`config.mk`:
```
export PLATFORM = sky130hd
export DESIGN_NAME = intel_hex_record_decoder
export DESIGN_NICKNAME = d
export VERILOG_FILES = /design/src/design/ihex_dec_pkg.sv /design/src/design/intel_hex_record_decoder.sv
export SDC_FILE = /design/constraint.sdc
export NUM_CORES = 1
export LEC_CHECK = 0
export BUFFER_PORTS_ARGS = -buffer_cell sky130_fd_sc_hd__clkbuf_2
export CAP_MARGIN = 20
export CORE_MARGIN = 1.5
export CORE_UTILIZATION = 60
export CTS_CLUSTER_DIAMETER = 30
export DETAILED_ROUTE_END_ITERATION = 10
export PLACE_DENSITY = 0.81
export RECOVER_POWER = 25
export SETUP_SLACK_MARGIN = 0.3
export SYNTH_ARGS = -nofsm -noshare
export SYNTH_HDL_FRONTEND = slang
export SYNTH_SLANG_ARGS = --single-unit
```
`constraint.sdc`:
```
create_clock -name clk -period 5.5 [get_ports clk]
set_clock_uncertainty 0.15 [all_clocks]
set_input_delay 0.275 -clock clk [delete_from_list [all_inputs] [get_ports clk]]
set_output_delay 0.275 -clock clk [all_outputs]
set_load 0.02 [all_outputs]
```
`src/design/ihex_dec_pkg.sv`:
```
// Shared constants for the HEX record decoder: address width and result kind codes.
package ihex_dec_pkg;

    localparam int ADDRESS_BITS = 20;
    localparam int ADDR_W       = 20;
    localparam logic [ADDR_W-1:0] ADDR_MASK = ADDR_W'((64'd1 << ADDRESS_BITS) - 64'd1);

    localparam logic [2:0] KIND_DATA  = 3'd0;
    localparam logic [2:0] KIND_END   = 3'd1;
    localparam logic [2:0] KIND_SEG   = 3'd2;
    localparam logic [2:0] KIND_ERROR = 3'd3;
    localparam logic [2:0] KIND_EMPTY = 3'd4;

endpackage

```
`src/design/intel_hex_record_decoder.sv`:
```
// HEX record decoder: one text character per beat in, at most one result out per character.
//
//   channel | handshake            | payload
//   --------+----------------------+------------------------------------------------
//   in      | in_valid, in_stall   | text_char
//   out     | out_valid, out_stall | kind, byte_address, data_byte, last_of_record,
//           |                      | record_length
//
// One character per cycle sustained unless a stalled result register holds the input.
// The character register feeds the parser logic, which writes the result register.
// in_stall rises only while a character that makes a result waits on a full, stalled
// result register; characters that make no result pass through regardless.
// rst_n clears the parser state and both valid flags at once.
module intel_hex_record_decoder
(
    input  logic                             clk,
    input  logic                             rst_n,
    input  logic                             in_valid,
    output logic                             in_stall,
    input  logic [7:0]                       text_char,
    output logic                             out_valid,
    input  logic                             out_stall,
    output logic [2:0]                       kind,
    output logic [ihex_dec_pkg::ADDR_W-1:0]  byte_address,
    output logic [7:0]                       data_byte,
    output logic                             last_of_record,
    output logic [7:0]                       record_length
);

    typedef enum logic [2:0] {
        PH_COLON,
        PH_COUNT,
        PH_ADDR,
        PH_TYPE,
        PH_SEG,
        PH_DATA,
        PH_SKIP
    } phase_t;

    localparam logic [7:0]  CH_COLON   = 8'h3A;
    localparam logic [7:0]  CH_NEWLINE = 8'h0A;
    localparam logic [15:0] REC_DATA   = 16'd0;
    localparam logic [15:0] REC_END    = 16'd1;
    localparam logic [15:0] REC_SEG    = 16'd2;

    function automatic logic [4:0] digit_decode(input logic [7:0] c);
        logic       bad;
        logic [3:0] val;
        bad = 1'b0;
        val = 4'd0;
        if (c >= 8'h61)
        begin
            bad = (c > 8'h66);
            val = 4'(c - 8'h57);
        end
        else if (c >= 8'h41)
        begin
            bad = (c > 8'h46);
            val = 4'(c - 8'h37);
        end
        else if (c >= 8'h30 && c <= 8'h3F)
        begin
            val = c[3:0];
        end
        else
        begin
            bad = 1'b1;
        end
        return {bad, val};
    endfunction

    phase_t                            phase_reg, phase_next;
    logic [1:0]                        dpos_reg, dpos_next;
    logic [15:0]                       acc_reg, acc_next;
    logic [7:0]                        count_reg, count_next;
    logic [15:0]                       start_addr_reg, start_addr_next;
    logic [7:0]                        left_reg, left_next;
    logic [7:0]                        index_reg, index_next;
    logic [3:0]                        base_reg, base_next;

    logic                              in_valid_reg;
    logic [7:0]                        char_reg;

    logic                              out_valid_reg;
    logic [2:0]                        kind_reg, kind_next;
    logic [ihex_dec_pkg::ADDR_W-1:0]   addr_reg, addr_next;
    logic [7:0]                        data_reg, data_next;
    logic                              last_reg, last_next;
    logic [7:0]                        len_reg, len_next;

    logic                              res_valid;
    logic                              advance;
    logic                              fire;
    logic                              take;
    logic [4:0]                        dig;
    logic [15:0]                       acc_shift;
    logic                              field_done;
    logic                              is_newline;
    logic [ihex_dec_pkg::ADDR_W-1:0]   addr_sum;

    assign dig        = digit_decode(char_reg);
    assign acc_shift  = {acc_reg[11:0], dig[3:0]};
    assign is_newline = (char_reg == CH_NEWLINE);
    assign field_done = (phase_reg == PH_ADDR || phase_reg == PH_SEG) ?
                        (dpos_reg == 2'd3) : (dpos_reg == 2'd1);
    assign addr_sum   = {base_reg, 16'h0000}
                      + ihex_dec_pkg::ADDR_W'(start_addr_reg)
                      + ihex_dec_pkg::ADDR_W'(index_reg);

    always_comb
    begin
        phase_next      = phase_reg;
        dpos_next       = dpos_reg;
        acc_next        = acc_reg;
        count_next      = count_reg;
        start_addr_next = start_addr_reg;
        left_next       = left_reg;
        index_next      = index_reg;
        base_next       = base_reg;
        res_valid       = 1'b0;
        kind_next       = ihex_dec_pkg::KIND_ERROR;
        addr_next       = '0;
        data_next       = 8'd0;
        last_next       = 1'b0;
        len_next        = count_reg;

        unique case (phase_reg)
            PH_COLON:
            begin
                count_next = 8'd0;
                len_next   = 8'd0;
                if (char_reg == CH_COLON)
                begin
                    phase_next = PH_COUNT;
                    dpos_next  = 2'd0;
                    acc_next   = 16'd0;
                end
                else
                begin
                    phase_next = is_newline ? PH_COLON : PH_SKIP;
                    dpos_next  = 2'd0;
                    acc_next   = 16'd0;
                    res_valid  = 1'b1;
                end
            end
            PH_SKIP:
            begin
                if (is_newline)
                begin
                    phase_next = PH_COLON;
                end
            end
            PH_COUNT, PH_ADDR, PH_TYPE, PH_SEG, PH_DATA:
            begin
                if (dig[4])
                begin
                    phase_next = is_newline ? PH_COLON : PH_SKIP;
                    dpos_next  = 2'd0;
                    acc_next   = 16'd0;
                    res_valid  = 1'b1;
                end
                else if (!field_done)
                begin
                    dpos_next = dpos_reg + 2'd1;
                    acc_next  = acc_shift;
                end
                else
                begin
                    dpos_next = 2'd0;
                    acc_next  = 16'd0;
                    unique case (phase_reg)
                        PH_COUNT:
                        begin
                            count_next = acc_shift[7:0];
                            phase_next = PH_ADDR;
                        end
                        PH_ADDR:
                        begin
                            start_addr_next = acc_shift;
                            phase_next      = PH_TYPE;
                        end
                        PH_TYPE:
                        begin
                            priority if (acc_shift == REC_DATA)
                            begin
                                if (count_reg == 8'd0)
                                begin
                                    phase_next = PH_SKIP;
                                    res_valid  = 1'b1;
                                    kind_next  = ihex_dec_pkg::KIND_EMPTY;
                                end
                                else
                                begin
                                    left_next  = count_reg;
                                    index_next = 8'd0;
                                    phase_next = PH_DATA;
                                end
                            end
                            else if (acc_shift == REC_END)
                            begin
                                phase_next = PH_SKIP;
                                res_valid  = 1'b1;
                                kind_next  = ihex_dec_pkg::KIND_END;
                            end
                            else if (acc_shift == REC_SEG)
                            begin
                                phase_next = PH_SEG;
                            end
                            else
                            begin
                                phase_next = PH_SKIP;
                                res_valid  = 1'b1;
                            end
                        end
                        PH_SEG:
                        begin
                            base_next  = acc_shift[15:12];
                            phase_next = PH_SKIP;
                            res_valid  = 1'b1;
                            kind_next  = ihex_dec_pkg::KIND_SEG;
                        end
                        default:
                        begin
                            left_next  = left_reg - 8'd1;
                            index_next = index_reg + 8'd1;
                            res_valid  = 1'b1;
                            kind_next  = ihex_dec_pkg::KIND_DATA;
                            addr_next  = addr_sum & ihex_dec_pkg::ADDR_MASK;
                            data_next  = acc_shift[7:0];
                            if (left_reg == 8'd1)
                            begin
                                last_next  = 1'b1;
                                phase_next = PH_SKIP;
                            end
                        end
                    endcase
                end
            end
            default:
            begin
                phase_next = PH_COLON;
            end
        endcase
    end

    assign advance  = !res_valid || !out_valid_reg || !out_stall;
    assign fire     = in_valid_reg && advance;
    assign in_stall = in_valid_reg && !advance;
    assign take     = in_valid && !in_stall;

    always_ff @(posedge clk or negedge rst_n)
    begin
        if (!rst_n)
        begin
            phase_reg      <= PH_COLON;
            dpos_reg       <= 2'd0;
            acc_reg        <= 16'd0;
            count_reg      <= 8'd0;
            start_addr_reg <= 16'd0;
            left_reg       <= 8'd0;
            index_reg      <= 8'd0;
            base_reg       <= 4'd0;
            in_valid_reg   <= 1'b0;
            char_reg       <= 8'd0;
            out_valid_reg  <= 1'b0;
            kind_reg       <= ihex_dec_pkg::KIND_DATA;
            addr_reg       <= '0;
            data_reg       <= 8'd0;
            last_reg       <= 1'b0;
            len_reg        <= 8'd0;
        end
        else
        begin
            if (take)
            begin
                in_valid_reg <= 1'b1;
                char_reg     <= text_char;
            end
            else if (fire)
            begin
                in_valid_reg <= 1'b0;
            end

            if (fire)
            begin
                phase_reg      <= phase_next;
                dpos_reg       <= dpos_next;
                acc_reg        <= acc_next;
                count_reg      <= count_next;
                start_addr_reg <= start_addr_next;
                left_reg       <= left_next;
                index_reg      <= index_next;
                base_reg       <= base_next;
            end

            if (fire && res_valid)
            begin
                out_valid_reg <= 1'b1;
                kind_reg      <= kind_next;
                addr_reg      <= addr_next;
                data_reg      <= data_next;
                last_reg      <= last_next;
                len_reg       <= len_next;
            end
            else if (!out_stall)
            begin
                out_valid_reg <= 1'b0;
            end
        end
    end

    assign out_valid      = out_valid_reg;
    assign kind           = kind_reg;
    assign byte_address   = addr_reg;
    assign data_byte      = data_reg;
    assign last_of_record = last_reg;
    assign record_length  = len_reg;

endmodule

```
[Word level (Yosys, flattened, before mapping)]
Cells that the tools add are included.
Storage, ports and cells
  bits in registers: 111
  input port bits: 12
  bits in writable memories: 0
  latch bits: 0
  output and inout bits: 42
  memories: 0
  word-level logic and storage cells: 150
  memory bits (read-only): 0
Cells by class
  add/subtract/negate cells: 7
  mux-type cells: 69
  reductions and logical operators: 28
  div/mod/pow operators: 0
  multipliers: 0
  magnitude comparators: 6
  equal/unequal tests: 22
  shift operators: 0
  bitwise logic cells: 2
Operators by type and width (number)
  $mux W8: 12
  $mux W20: 4
  $pmux W8 S2: 3
  $mux W3: 12
  $mux W12: 2
  $pmux W12 S2: 1
  $add A20 B16 Y20: 1
  $add A20 B8 Y20: 1
  $mux W1: 20
  $pmux W3 S3: 2
  $eq A16 B1 Y1 const B: 1
  $eq A16 B2 Y1 const B: 1
  $ge A8 B7 Y1 const B: 2
  $gt A8 B7 Y1 const B: 2
  $logic_not A16 Y1: 1
  $reduce_and A5 Y1: 3
  $mux W2: 6
  $mux W4: 3
  $ne A2 B2 Y1 const B: 6
  $pmux W3 S4: 1
  $eq A3 B3 Y1 const B: 3
  $add A8 B1 Y8 const B: 1
  $eq A8 B1 Y1 const B: 1
  $eq A8 B4 Y1 const B: 1
  29 further kinds: 44

[Longest topological paths before layout]
Gate-level depths: netlist of run 1.
  depth after elaboration: 21
  depth in mapped cells: 12
  mapped depth without buffers: 10

[Worst setup path after synthesis of run 1]
Ideal clock, no wire load.
  path kind: register to register
  from: register char_reg[1]
  to: register base_reg[0]
  slack: 2.490 ns
  data required time: 5.225 ns
  arrival time: 2.735 ns
  setup time: 0.125 ns
  buffers on the path: 0
  stages on the path, launching flop included: 11
  period minus slack after synthesis: 3.010 ns
  cells stage by stage: dfrtp_1 inv_1 ha_1 nor2_1 a41oi_2 mux2i_1 o2111ai_1 a311oi_4 o21ai_2 nor4_4 mux2_2
Between the ends
  cells in the longest elaborated chain, start to end: 18
  elaborated cells on any way between the ends: 33
  classes of those cells: add/sub: 2; order compare: 6; eq/ne: 3; mux: 14; bitwise: 1; reduce/logical: 7
Ends and longest elaborated chain
  start, declared: line intel_hex_record_decoder.sv:82  | logic [7:0] char_reg;
  start signal, assigned: line intel_hex_record_decoder.sv:277  | char_reg <= text_char;
  $ge A8 B6 Y1 / $le A8 B6 Y1 (equally long branches): line intel_hex_record_decoder.sv:61  | else if (c >= 8'h30 && c <= 8'h3F)
  $logic_and A1 B1 Y1: line intel_hex_record_decoder.sv:61
  $mux W4: line intel_hex_record_decoder.sv:61
  $mux W4: line intel_hex_record_decoder.sv:56  | else if (c >= 8'h41)
  $mux W4: line intel_hex_record_decoder.sv:51  | if (c >= 8'h61)
  $eq A16 B2 Y1: line intel_hex_record_decoder.sv:205  | else if (acc_shift == REC_SEG)
  $mux W1: line intel_hex_record_decoder.sv:205
  $mux W1: line intel_hex_record_decoder.sv:199  | else if (acc_shift == REC_END)
  $mux W1: line intel_hex_record_decoder.sv:184  | priority if (acc_shift == REC_DATA)
  $pmux W1 S2: line intel_hex_record_decoder.sv:171  | unique case (phase_reg)
  $mux W1: line intel_hex_record_decoder.sv:162  | else if (!field_done)
  $mux W1: line intel_hex_record_decoder.sv:155  | if (dig[4])
  $pmux W1 S2: line intel_hex_record_decoder.sv:127  | unique case (phase_reg)
  $logic_not A1 Y1: line intel_hex_record_decoder.sv:246  | assign advance = !res_valid || !out_valid_reg || !out_stall;
  $logic_or A1 B1 Y1 (2 in a row): line intel_hex_record_decoder.sv:246
  $logic_and A1 B1 Y1: line intel_hex_record_decoder.sv:247  | assign fire = in_valid_reg && advance;
  $reduce_and A5 Y1 (no line) *
  end signal, assigned: line intel_hex_record_decoder.sv:293  | base_reg <= base_next;
  end, declared: line intel_hex_record_decoder.sv:79  | logic [3:0] base_reg, base_next;
Every way passes the cells marked *; elsewhere a longest branch is shown, timed or not.
A chain may end at the register's enable or synchronous reset.

[Worst setup path in the final report of run 1]
  from: register char_reg[1]
  to: register kind_reg[2] (netlist: kind[2])
Between the ends
  cells in the longest elaborated chain, start to end: 18
  elaborated cells on any way between the ends: 37
  classes of those cells: add/sub: 2; order compare: 6; eq/ne: 3; mux: 19; reduce/logical: 7
Ends and longest elaborated chain
  $ge A8 B6 Y1 / $le A8 B6 Y1 (equally long branches): line intel_hex_record_decoder.sv:61
  $logic_and A1 B1 Y1: line intel_hex_record_decoder.sv:61
  $mux W4: line intel_hex_record_decoder.sv:61
  $mux W4: line intel_hex_record_decoder.sv:56
  $mux W4: line intel_hex_record_decoder.sv:51
  $eq A16 B2 Y1: line intel_hex_record_decoder.sv:205
  $mux W1: line intel_hex_record_decoder.sv:205
  $mux W1: line intel_hex_record_decoder.sv:199
  $mux W1: line intel_hex_record_decoder.sv:184
  $pmux W1 S2: line intel_hex_record_decoder.sv:171
  $mux W1: line intel_hex_record_decoder.sv:162
  $mux W1: line intel_hex_record_decoder.sv:155
  $pmux W1 S2: line intel_hex_record_decoder.sv:127
  $logic_not A1 Y1: line intel_hex_record_decoder.sv:246
  $logic_or A1 B1 Y1 (2 in a row): line intel_hex_record_decoder.sv:246
  $logic_and A1 B1 Y1: line intel_hex_record_decoder.sv:247
  $logic_and A1 B1 Y1: line intel_hex_record_decoder.sv:296  | if (fire && res_valid)
  end signal, assigned: line intel_hex_record_decoder.sv:266  | kind_reg <= ihex_dec_pkg::KIND_DATA;
  end signal, assigned: line intel_hex_record_decoder.sv:299  | kind_reg <= kind_next;
  end, declared: line intel_hex_record_decoder.sv:85  | logic [2:0] kind_reg, kind_next;
Several ways; a longest one is shown, not always the timed one.

==> results of run 1 <==
[logic make-up (layout without fill, tap and decap cells)]
family          Yosys count  after routing  share of synthesized area
simple gates            223            223                      0.177
compound gates          158            158                      0.183
flops                   111            111                      0.495
buf+inv                  42            104                     0.0294
mux                      26             26                     0.0517
xor+xnor                 17             17                     0.0265
fa+ha+maj                16             16                     0.0370
[metal layers]
| layer | GRT usage | up-vias | wire length [µm] | share of wire |
|---|---|---|---|---|
| li1 | - | 2215 | - | - |
| met1 | 0.347 | 2292 | 5480 | 0.42 |
| met2 | 0.459 | 154 | 6570 | 0.50 |
| met3 | 0.0499 | 27 | 778 | 0.059 |
| met4 | 0.104 | 0 | 310 | 0.024 |
| met5 | 0 | - | 0 | 0 |
[critical path, cell delays in order, from the launching register on]
cell and delay, ps:
dfrtp_1 500, inv_1 110, ha_1 210, nor2_1 120
a41oi_2 200, a22oi_1 680, o2111ai_1 360, a311oi_4 460
nand3b_1 480, buf_4 540, nand2_1 130, o31ai_1 110
[worst min-delay path by stage]
stage	start	to	slack [ps]	cells after the start
6_report	out_stall	out_valid	220	3
5_1_grt	out_stall	out_valid	240	3
4_1_cts	out_stall	out_valid	200	3
3_5_place_dp	rst_n	byte_address[16]	180	1
3_3_place_gp	rst_n	byte_address[15]	160	1
2_1_floorplan	rst_n	acc_reg[0]	-170	0
[Yosys cell counts, types with 2 or more instances]
cell type and count:
nand2b_1 4, o211ai_1 5, buf_2 6, and3_1 5
xor2_1 6, inv_1 16, a21o_1 3, a22oi_1 4
or2_2 4, nand2_1 119, nand3_1 11, and2_1 3
nor2b_1 3, ha_1 15, o21ai_0 73, clkbuf_1 20
xnor2_1 11, a211o_1 2, nor2_1 43, a21oi_1 13
o21ai_2 2, mux2_2 24, dfrtp_1 111, o21a_1 2
o22a_1 3, mux2i_1 2, o221ai_1 2, nand4_1 3
or3_1 3, a211oi_1 5, nor4_1 10, nor3_1 8
a31oi_1 4, o31ai_1 25, o41ai_1 4
[power breakdown]
group / switching, mW / internal, mW / leakage (nW) / total (mW)
logic: 0.479 / 0.215 / 1.19 / 0.693
registers: 0.114 / 0.896 / 1.51 / 1.01
clock network: 0.299 / 0.176 / 0.0984 / 0.476
total: 0.892 / 1.29 / 2.80 / 2.18
[metrics by stage]
step / utilization / hold slack (ps)
2_1_floorplan: - / -171
3_3_place_gp: 0.653 / 163
3_5_place_dp: 0.653 / 176
4_1_cts: 0.684 / 204
5_1_grt: 0.682 / 239
6_report: 0.682 / 221
[cell type report]
type / count / area (µm²)
inverter: 16 / 60.1
clock inverter: 7 / 62.6
timing repair buffer: 72 / 408
multi-input combinational: 440 / 2670
tap: 111 / 139
sequential: 111 / 2780
fill: 745 / 2910
clock buffer: 9 / 124
==> flow_summary_export.csv, run 1 <==
group,metric,value,unit
layout,layout_common_cells,"119 x nand2_1, 111 x dfrtp_1, 73 x o21ai_0",
routing,drt_iter0_drc,412,
routing,drtAntennaViolNets,0,
layout,largest_reg_flops,20,
timing,period_minus_slack,4180,ps
worst_setup_path,reg2regPathDepth,11,
layout,stdcell_count,766,
timing,final.period_utilization,0.760,
clock_tree,cts_tree,"yes",
worst_hold_path,min_path_type,"input port to flip-flop",
grt,antenna_found_initial,0,
worst_setup_path,r2r_setup_slack,1320,ps
outcome,status,"complete, but fails checks",
worst_setup_path,regToRegEndpoint,"kind[2]",
grt,overflow,0,
clock_tree,cts_htree_levels,3,
floorplan,num_io_pins,54,
timing,slew_viol_final,49,
routing,wire_per_inst,17.2,µm
routing,drcViolationCount,0,
synthesis,ys_seq_area_frac,0.495,
power,totalPowerFinal,2.18,mW
placement,gp_congestion,0.994,
power,vdd_drop_max,196,µV
worst_setup_path,setup.worst_path.start,"char_reg[1]",
timing,relSlewSlack,-0.702,
placement,detailed_place_hpwl,9360,µm
routing,routed_wl,13100,µm
synthesis,syn_area_per_cell,9.47,µm²
clock_tree,path_clk_slew,110,ps
layout,finish.instance_area,6240,µm²
timing,worst_pin_slew,2550,ps
grt,grt_pass1_vias,4349,
clock_tree,clkLatencyLatePin,390,ps
layout,drive_gt1_frac,0.144,
clock_tree,cts_resized,0,
worst_setup_path,cp_max_fo,58,
timing,setup_viol_count_final,0,
worst_setup_path,cp-start-kind,"flip-flop",
timing,rsz0062_at_grt,"no",
worst_setup_path,rr_startpoint,"char_reg[1]",
placement,placed_cells,739,
layout,diodes,0,
layout,num-nets-final,678,
floorplan,die-area,9940,µm²
synthesis,synth_edf_count,0,
synthesis,yosysTopAreaCell,"dfrtp_1",
synthesis,synth_cells,593,
synthesis,synth_cell_types,54,
synthesis,ys_ff_latch,111,
worst_setup_path,arrival,4300,ps
clock_tree,cts_root_buf,"clkbuf_8",
synthesis,ys.warnings.count,0,
routing,dr.pass1.iters,5,
grt,track_usage,0.271,
timing,hold_viol_final,0,
timing,timing.setup.tns,0,ps
timing,layout_setup_ws,1320,ps
routing,vias,4688,
clock_tree,clockBufferDepth,2,
clock_tree,post_cts_buffers,0,
synthesis,synthTopCellsByArea,"dfrtp_1 49%, nand2_1 8.0%, o21ai_0 6.5%",
synthesis,synthesis.area,5610,µm²
placement,numPortBuffers,53,
floorplan,dieWidth,99.7,µm
routing,post_drt_via_cell_ratio,6.12,
synthesis,synth_top_area_share,0.495,
synthesis,synth_flop_cell,"dfrtp_1",
layout,mostFrequentLayoutCell,"nand2_1",
clock_tree,clock-sinks,111,
floorplan,dieHeight,99.7,µm
worst_setup_path,cp.required,5630,ps
clock_tree,cts_inserted_buffers,9,
placement,dpl-instance-area,5970,µm²
power,cellPowerDensity,349,nW/µm²
floorplan,start_util,0.613,
worst_setup_path,critPathKind,"flip-flop to flip-flop",
floorplan,coreArea,9150,µm²
timing,fmaxAchievable,0.239,GHz
placement,dpl_worst_slack,1420,ps
flow_run,maxCapViolations,1,
worst_setup_path,crit_end,"kind[2]",
outcome,violations,"max-capacitance violations, max-slew violations",
synthesis,synthArstFlopShare,1.00,
layout,area.growth.synth_to_final,11.2,%
grt,grt_pass1_wl,21000,µm
grt,grt_max_degree,65,
clock_tree,hold_buffers,10,
synthesis,synth_fp_nets,621,
power,p_leak,2.80,nW
floorplan,row_count,35,
worst_setup_path,worst_setup_path_end_kind,"flip-flop",
(Power assumes the default switching activity.)
==> run 2: changes to the inputs <==
- ABC_AREA: not set -> 1
- CORE_UTILIZATION: 60 -> 55
- PLACE_DENSITY: 0.81 -> 0.77
- clock period: 5.5 -> 3.5 ns (I/O delays scaled with it)
==> flow_summary_export.csv, run 2 <==
group,metric,value,unit
placement,gp_congestion,0.959,
worst_hold_path,min_delay_worst_endpoint,"byte_address[13]",
power,clock_power_share,0.223,
routing,met1Wirelength,7370,µm
timing,hold_ws,319,ps
power,p_seq_frac,0.340,
layout,largest_reg_flops,20,
timing,timing.setup.tns,0,ps
worst_setup_path,regToRegEndpoint,"kind[0]",
flow_run,maxCapViolations,1,
worst_hold_path,holdPathStages,2,
worst_setup_path,r2r_setup_slack,570,ps
placement,numPortBuffers,53,
worst_setup_path,cp.required,3650,ps
floorplan,die-area,12300,µm²
synthesis,synth_top_area_share,0.434,
worst_setup_path,reg2regPathDepth,18,
timing,slew_viol_final,64,
routing,drcViolationCount,0,
timing,fmaxAchievable,0.342,GHz
layout,diodes,0,
layout,area.growth.synth_to_final,14.9,%
layout,layout_common_cells,"294 x nand2_1, 109 x dfrtp_1, 86 x nand3_1",
synthesis,ys_seq_area_frac,0.434,
worst_setup_path,worst_setup_path_end_kind,"flip-flop",
grt,grt_pass1_wl,26800,µm
synthesis,ys.warnings.count,0,
synthesis,synthMuxAreaShare,0,
synthesis,synth_xor_area_frac,0.0301,
layout,finish.instance_area,7350,µm²
synthesis,synthAdderAreaFrac,0.0325,
grt,grt_pass1_vias,5499,
grt,grt_max_degree,65,
clock_tree,cts_inserted_buffers,9,
synthesis,synthesis.area,6400,µm²
power,vdd_drop_max,490,µV
floorplan,dieWidth,111,µm
power,switching_share,0.436,
timing,final.period_utilization,0.836,
routing,dr.pass1.iters,5,
power,internal_power,2.71,mW
synthesis,syn_area_per_cell,7.46,µm²
clock_tree,clockBufferDepth,2,
clock_tree,cts_root_buf,"clkbuf_16",
layout,num-nets-final,954,
timing,worst_pin_slew,1600,ps
grt,overflow,0,
clock_tree,clkLatencyLatePin,370,ps
worst_setup_path,cp_max_fo,27,
clock_tree,path_clk_slew,80,ps
routing,dr.max_layer_used,"met4",
floorplan,dieHeight,111,µm
outcome,violations,"max-capacitance violations, max-slew violations",
worst_setup_path,rr_startpoint,"char_reg[0]",
routing,post_drt_via_cell_ratio,5.51,
synthesis,synth_edf_count,0,
routing,routed_wl,16100,µm
grt,antenna_found_initial,0,
worst_setup_path,arrival,3080,ps
power,cellPowerDensity,653,nW/µm²
routing,vias,5913,
synthesis,synth_fp_nets,886,
synthesis,synth_compound_area_frac,0.0530,
timing,setup_viol_count_final,0,
worst_setup_path,cp-start-kind,"flip-flop",
worst_hold_path,hold_path.startpoint,"byte_address[13]",
clock_tree,clock-sinks,111,
routing,drt_iter0_drc,471,
routing,dr_wl_met2,7430,µm
synthesis,synthArstFlopShare,1.00,
layout,final_core_util,0.647,
synthesis,ys_ff_latch,111,
routing,wire_per_inst,15.0,µm
synthesis,synth_common_cells,"297 x nand2_1, 111 x dfrtp_1, 87 x nand3_1, 83 x nor2_1, 58 x inv_1",
placement,dpl_worst_slack,329,ps
synthesis,synthTopCellsByArea,"dfrtp_1 43%, nand2_1 17%, nand3_1 6.8%",
power,p_comb_frac,0.437,
routing,drtAntennaViolNets,0,
worst_setup_path,critPathKind,"flip-flop to flip-flop",
floorplan,row_count,39,
power,power_switching,2.10,mW
worst_hold_path,min_path_type,"flip-flop to flip-flop",
timing,rsz0062_at_grt,"no",
clock_tree,cts_htree_levels,3,
timing,period_minus_slack,2930,ps
placement,dpl-instance-area,6800,µm²
synthesis,synth_cell_types,42,
synthesis,yosys.area_share.simple,0.380,
synthesis,synth_cells,858,
synthesis,yosysTopAreaCell,"dfrtp_1",
synthesis,synth_most_common_cell,"nand2_1",
outcome,status,"complete, but fails checks",
timing,layout_setup_ws,574,ps
synthesis,synth_top_family_by_area,"simple AND/OR/NAND/NOR gates",
floorplan,start_util,0.563,
power,p_leak,3.72,nW
floorplan,coreArea,11400,µm²
synthesis,synth_flop_cell,"dfrtp_1",
grt,track_usage,0.270,
clock_tree,cts_tree,"yes",
floorplan,num_io_pins,54,
routing,dr_wl_met3,810,µm
placement,detailed_place_hpwl,11100,µm
timing,hold_viol_final,0,
layout,drive_gt1_frac,0.103,
layout,mostFrequentLayoutCell,"nand2_1",
timing,relSlewSlack,-0.0678,
-- run 2: how the worst max path moves through the flow --
| stage | endpoint | cells past startpoint | from |
|---|---|---|---|
| floorplan | start_addr_reg[10] | 19 | char_reg[1] |
| global placement | count_reg[7] | 19 | char_reg[1] |
| detailed placement | acc_reg[10] | 18 | char_reg[1] |
| CTS | acc_reg[3] | 18 | char_reg[1] |
| global route | kind[0] | 18 | char_reg[0] |
| finish | kind[0] | 18 | char_reg[0] |
-- run 2: area by class of cell --
| type | count | area (µm²) |
|---|---|---|
| clock buffers | 10 | 239 |
| clock inverters | 6 | 67.6 |
| fillers | 1021 | 4020 |
| inverters | 67 | 251 |
| multi-input cells | 644 | 3240 |
| flip-flops and latches | 111 | 2780 |
| well taps | 143 | 179 |
| repair buffers | 93 | 594 |
-- run 2: power groups by stage --
stage | Sequential (mW) | Combinational (mW) | Clock, mW
floorplan | 1.66 | 1.38 | 0
global placement | 1.65 | 1.83 | 0
detailed placement | 1.65 | 1.86 | 0
CTS | 1.63 | 1.90 | 1.09
global route | 1.65 | 2.33 | 1.15
finish | 1.63 | 2.10 | 1.07
-- run 2: kinds of logic (layout without fill, tap and decap cells) --
logic type,after synthesis,in the layout
compound gates,52,52
fa+ha+maj,16,16
xor+xnor,22,22
flops,111,111
simple gates,553,554
buf+inv,104,176
-- run 2: per-stage QoR --
step,std cells,power (mW)
final,1074,4.80
after global routing,1074,5.13
after CTS,1063,4.62
after detailed placement,1035,3.51
after global placement,1035,3.48
after floorplan,858,3.04
-- run 2: routing by layer --
metal  GRT usage  up-vias
li1            -     2915
met1       0.377     2754
met2       0.424      199
met3      0.0328       45
met4       0.119        0
met5           0        -
-- run 2: critical path, stage by stage (launching register included) --
cell       delay [ps]
dfrtp_2           460
inv_1             120
ha_1              150
nand2_1            60
nor2_1            110
nand2_1           110
nand3_1           110
nand2_2           110
inv_2             110
nor2_1             50
nand3b_1           80
nand3_1           100
nand2_1           110
nand2_2            90
nand2_8           110
buf_4             220
buf_4             330
o2111ai_1         170
nand2_1           100
-- run 2: what timing repair did --
item / in CTS / in global routing
hold buffers: 11 / 0
endpoints found under the hold margin: 72 / 0
endpoints found under the setup margin: 2 / 112
setup buffers: 0 / 11
cloned: 1 / 0
gates resized for setup: 2 / 17
pin swaps: 1 / 5
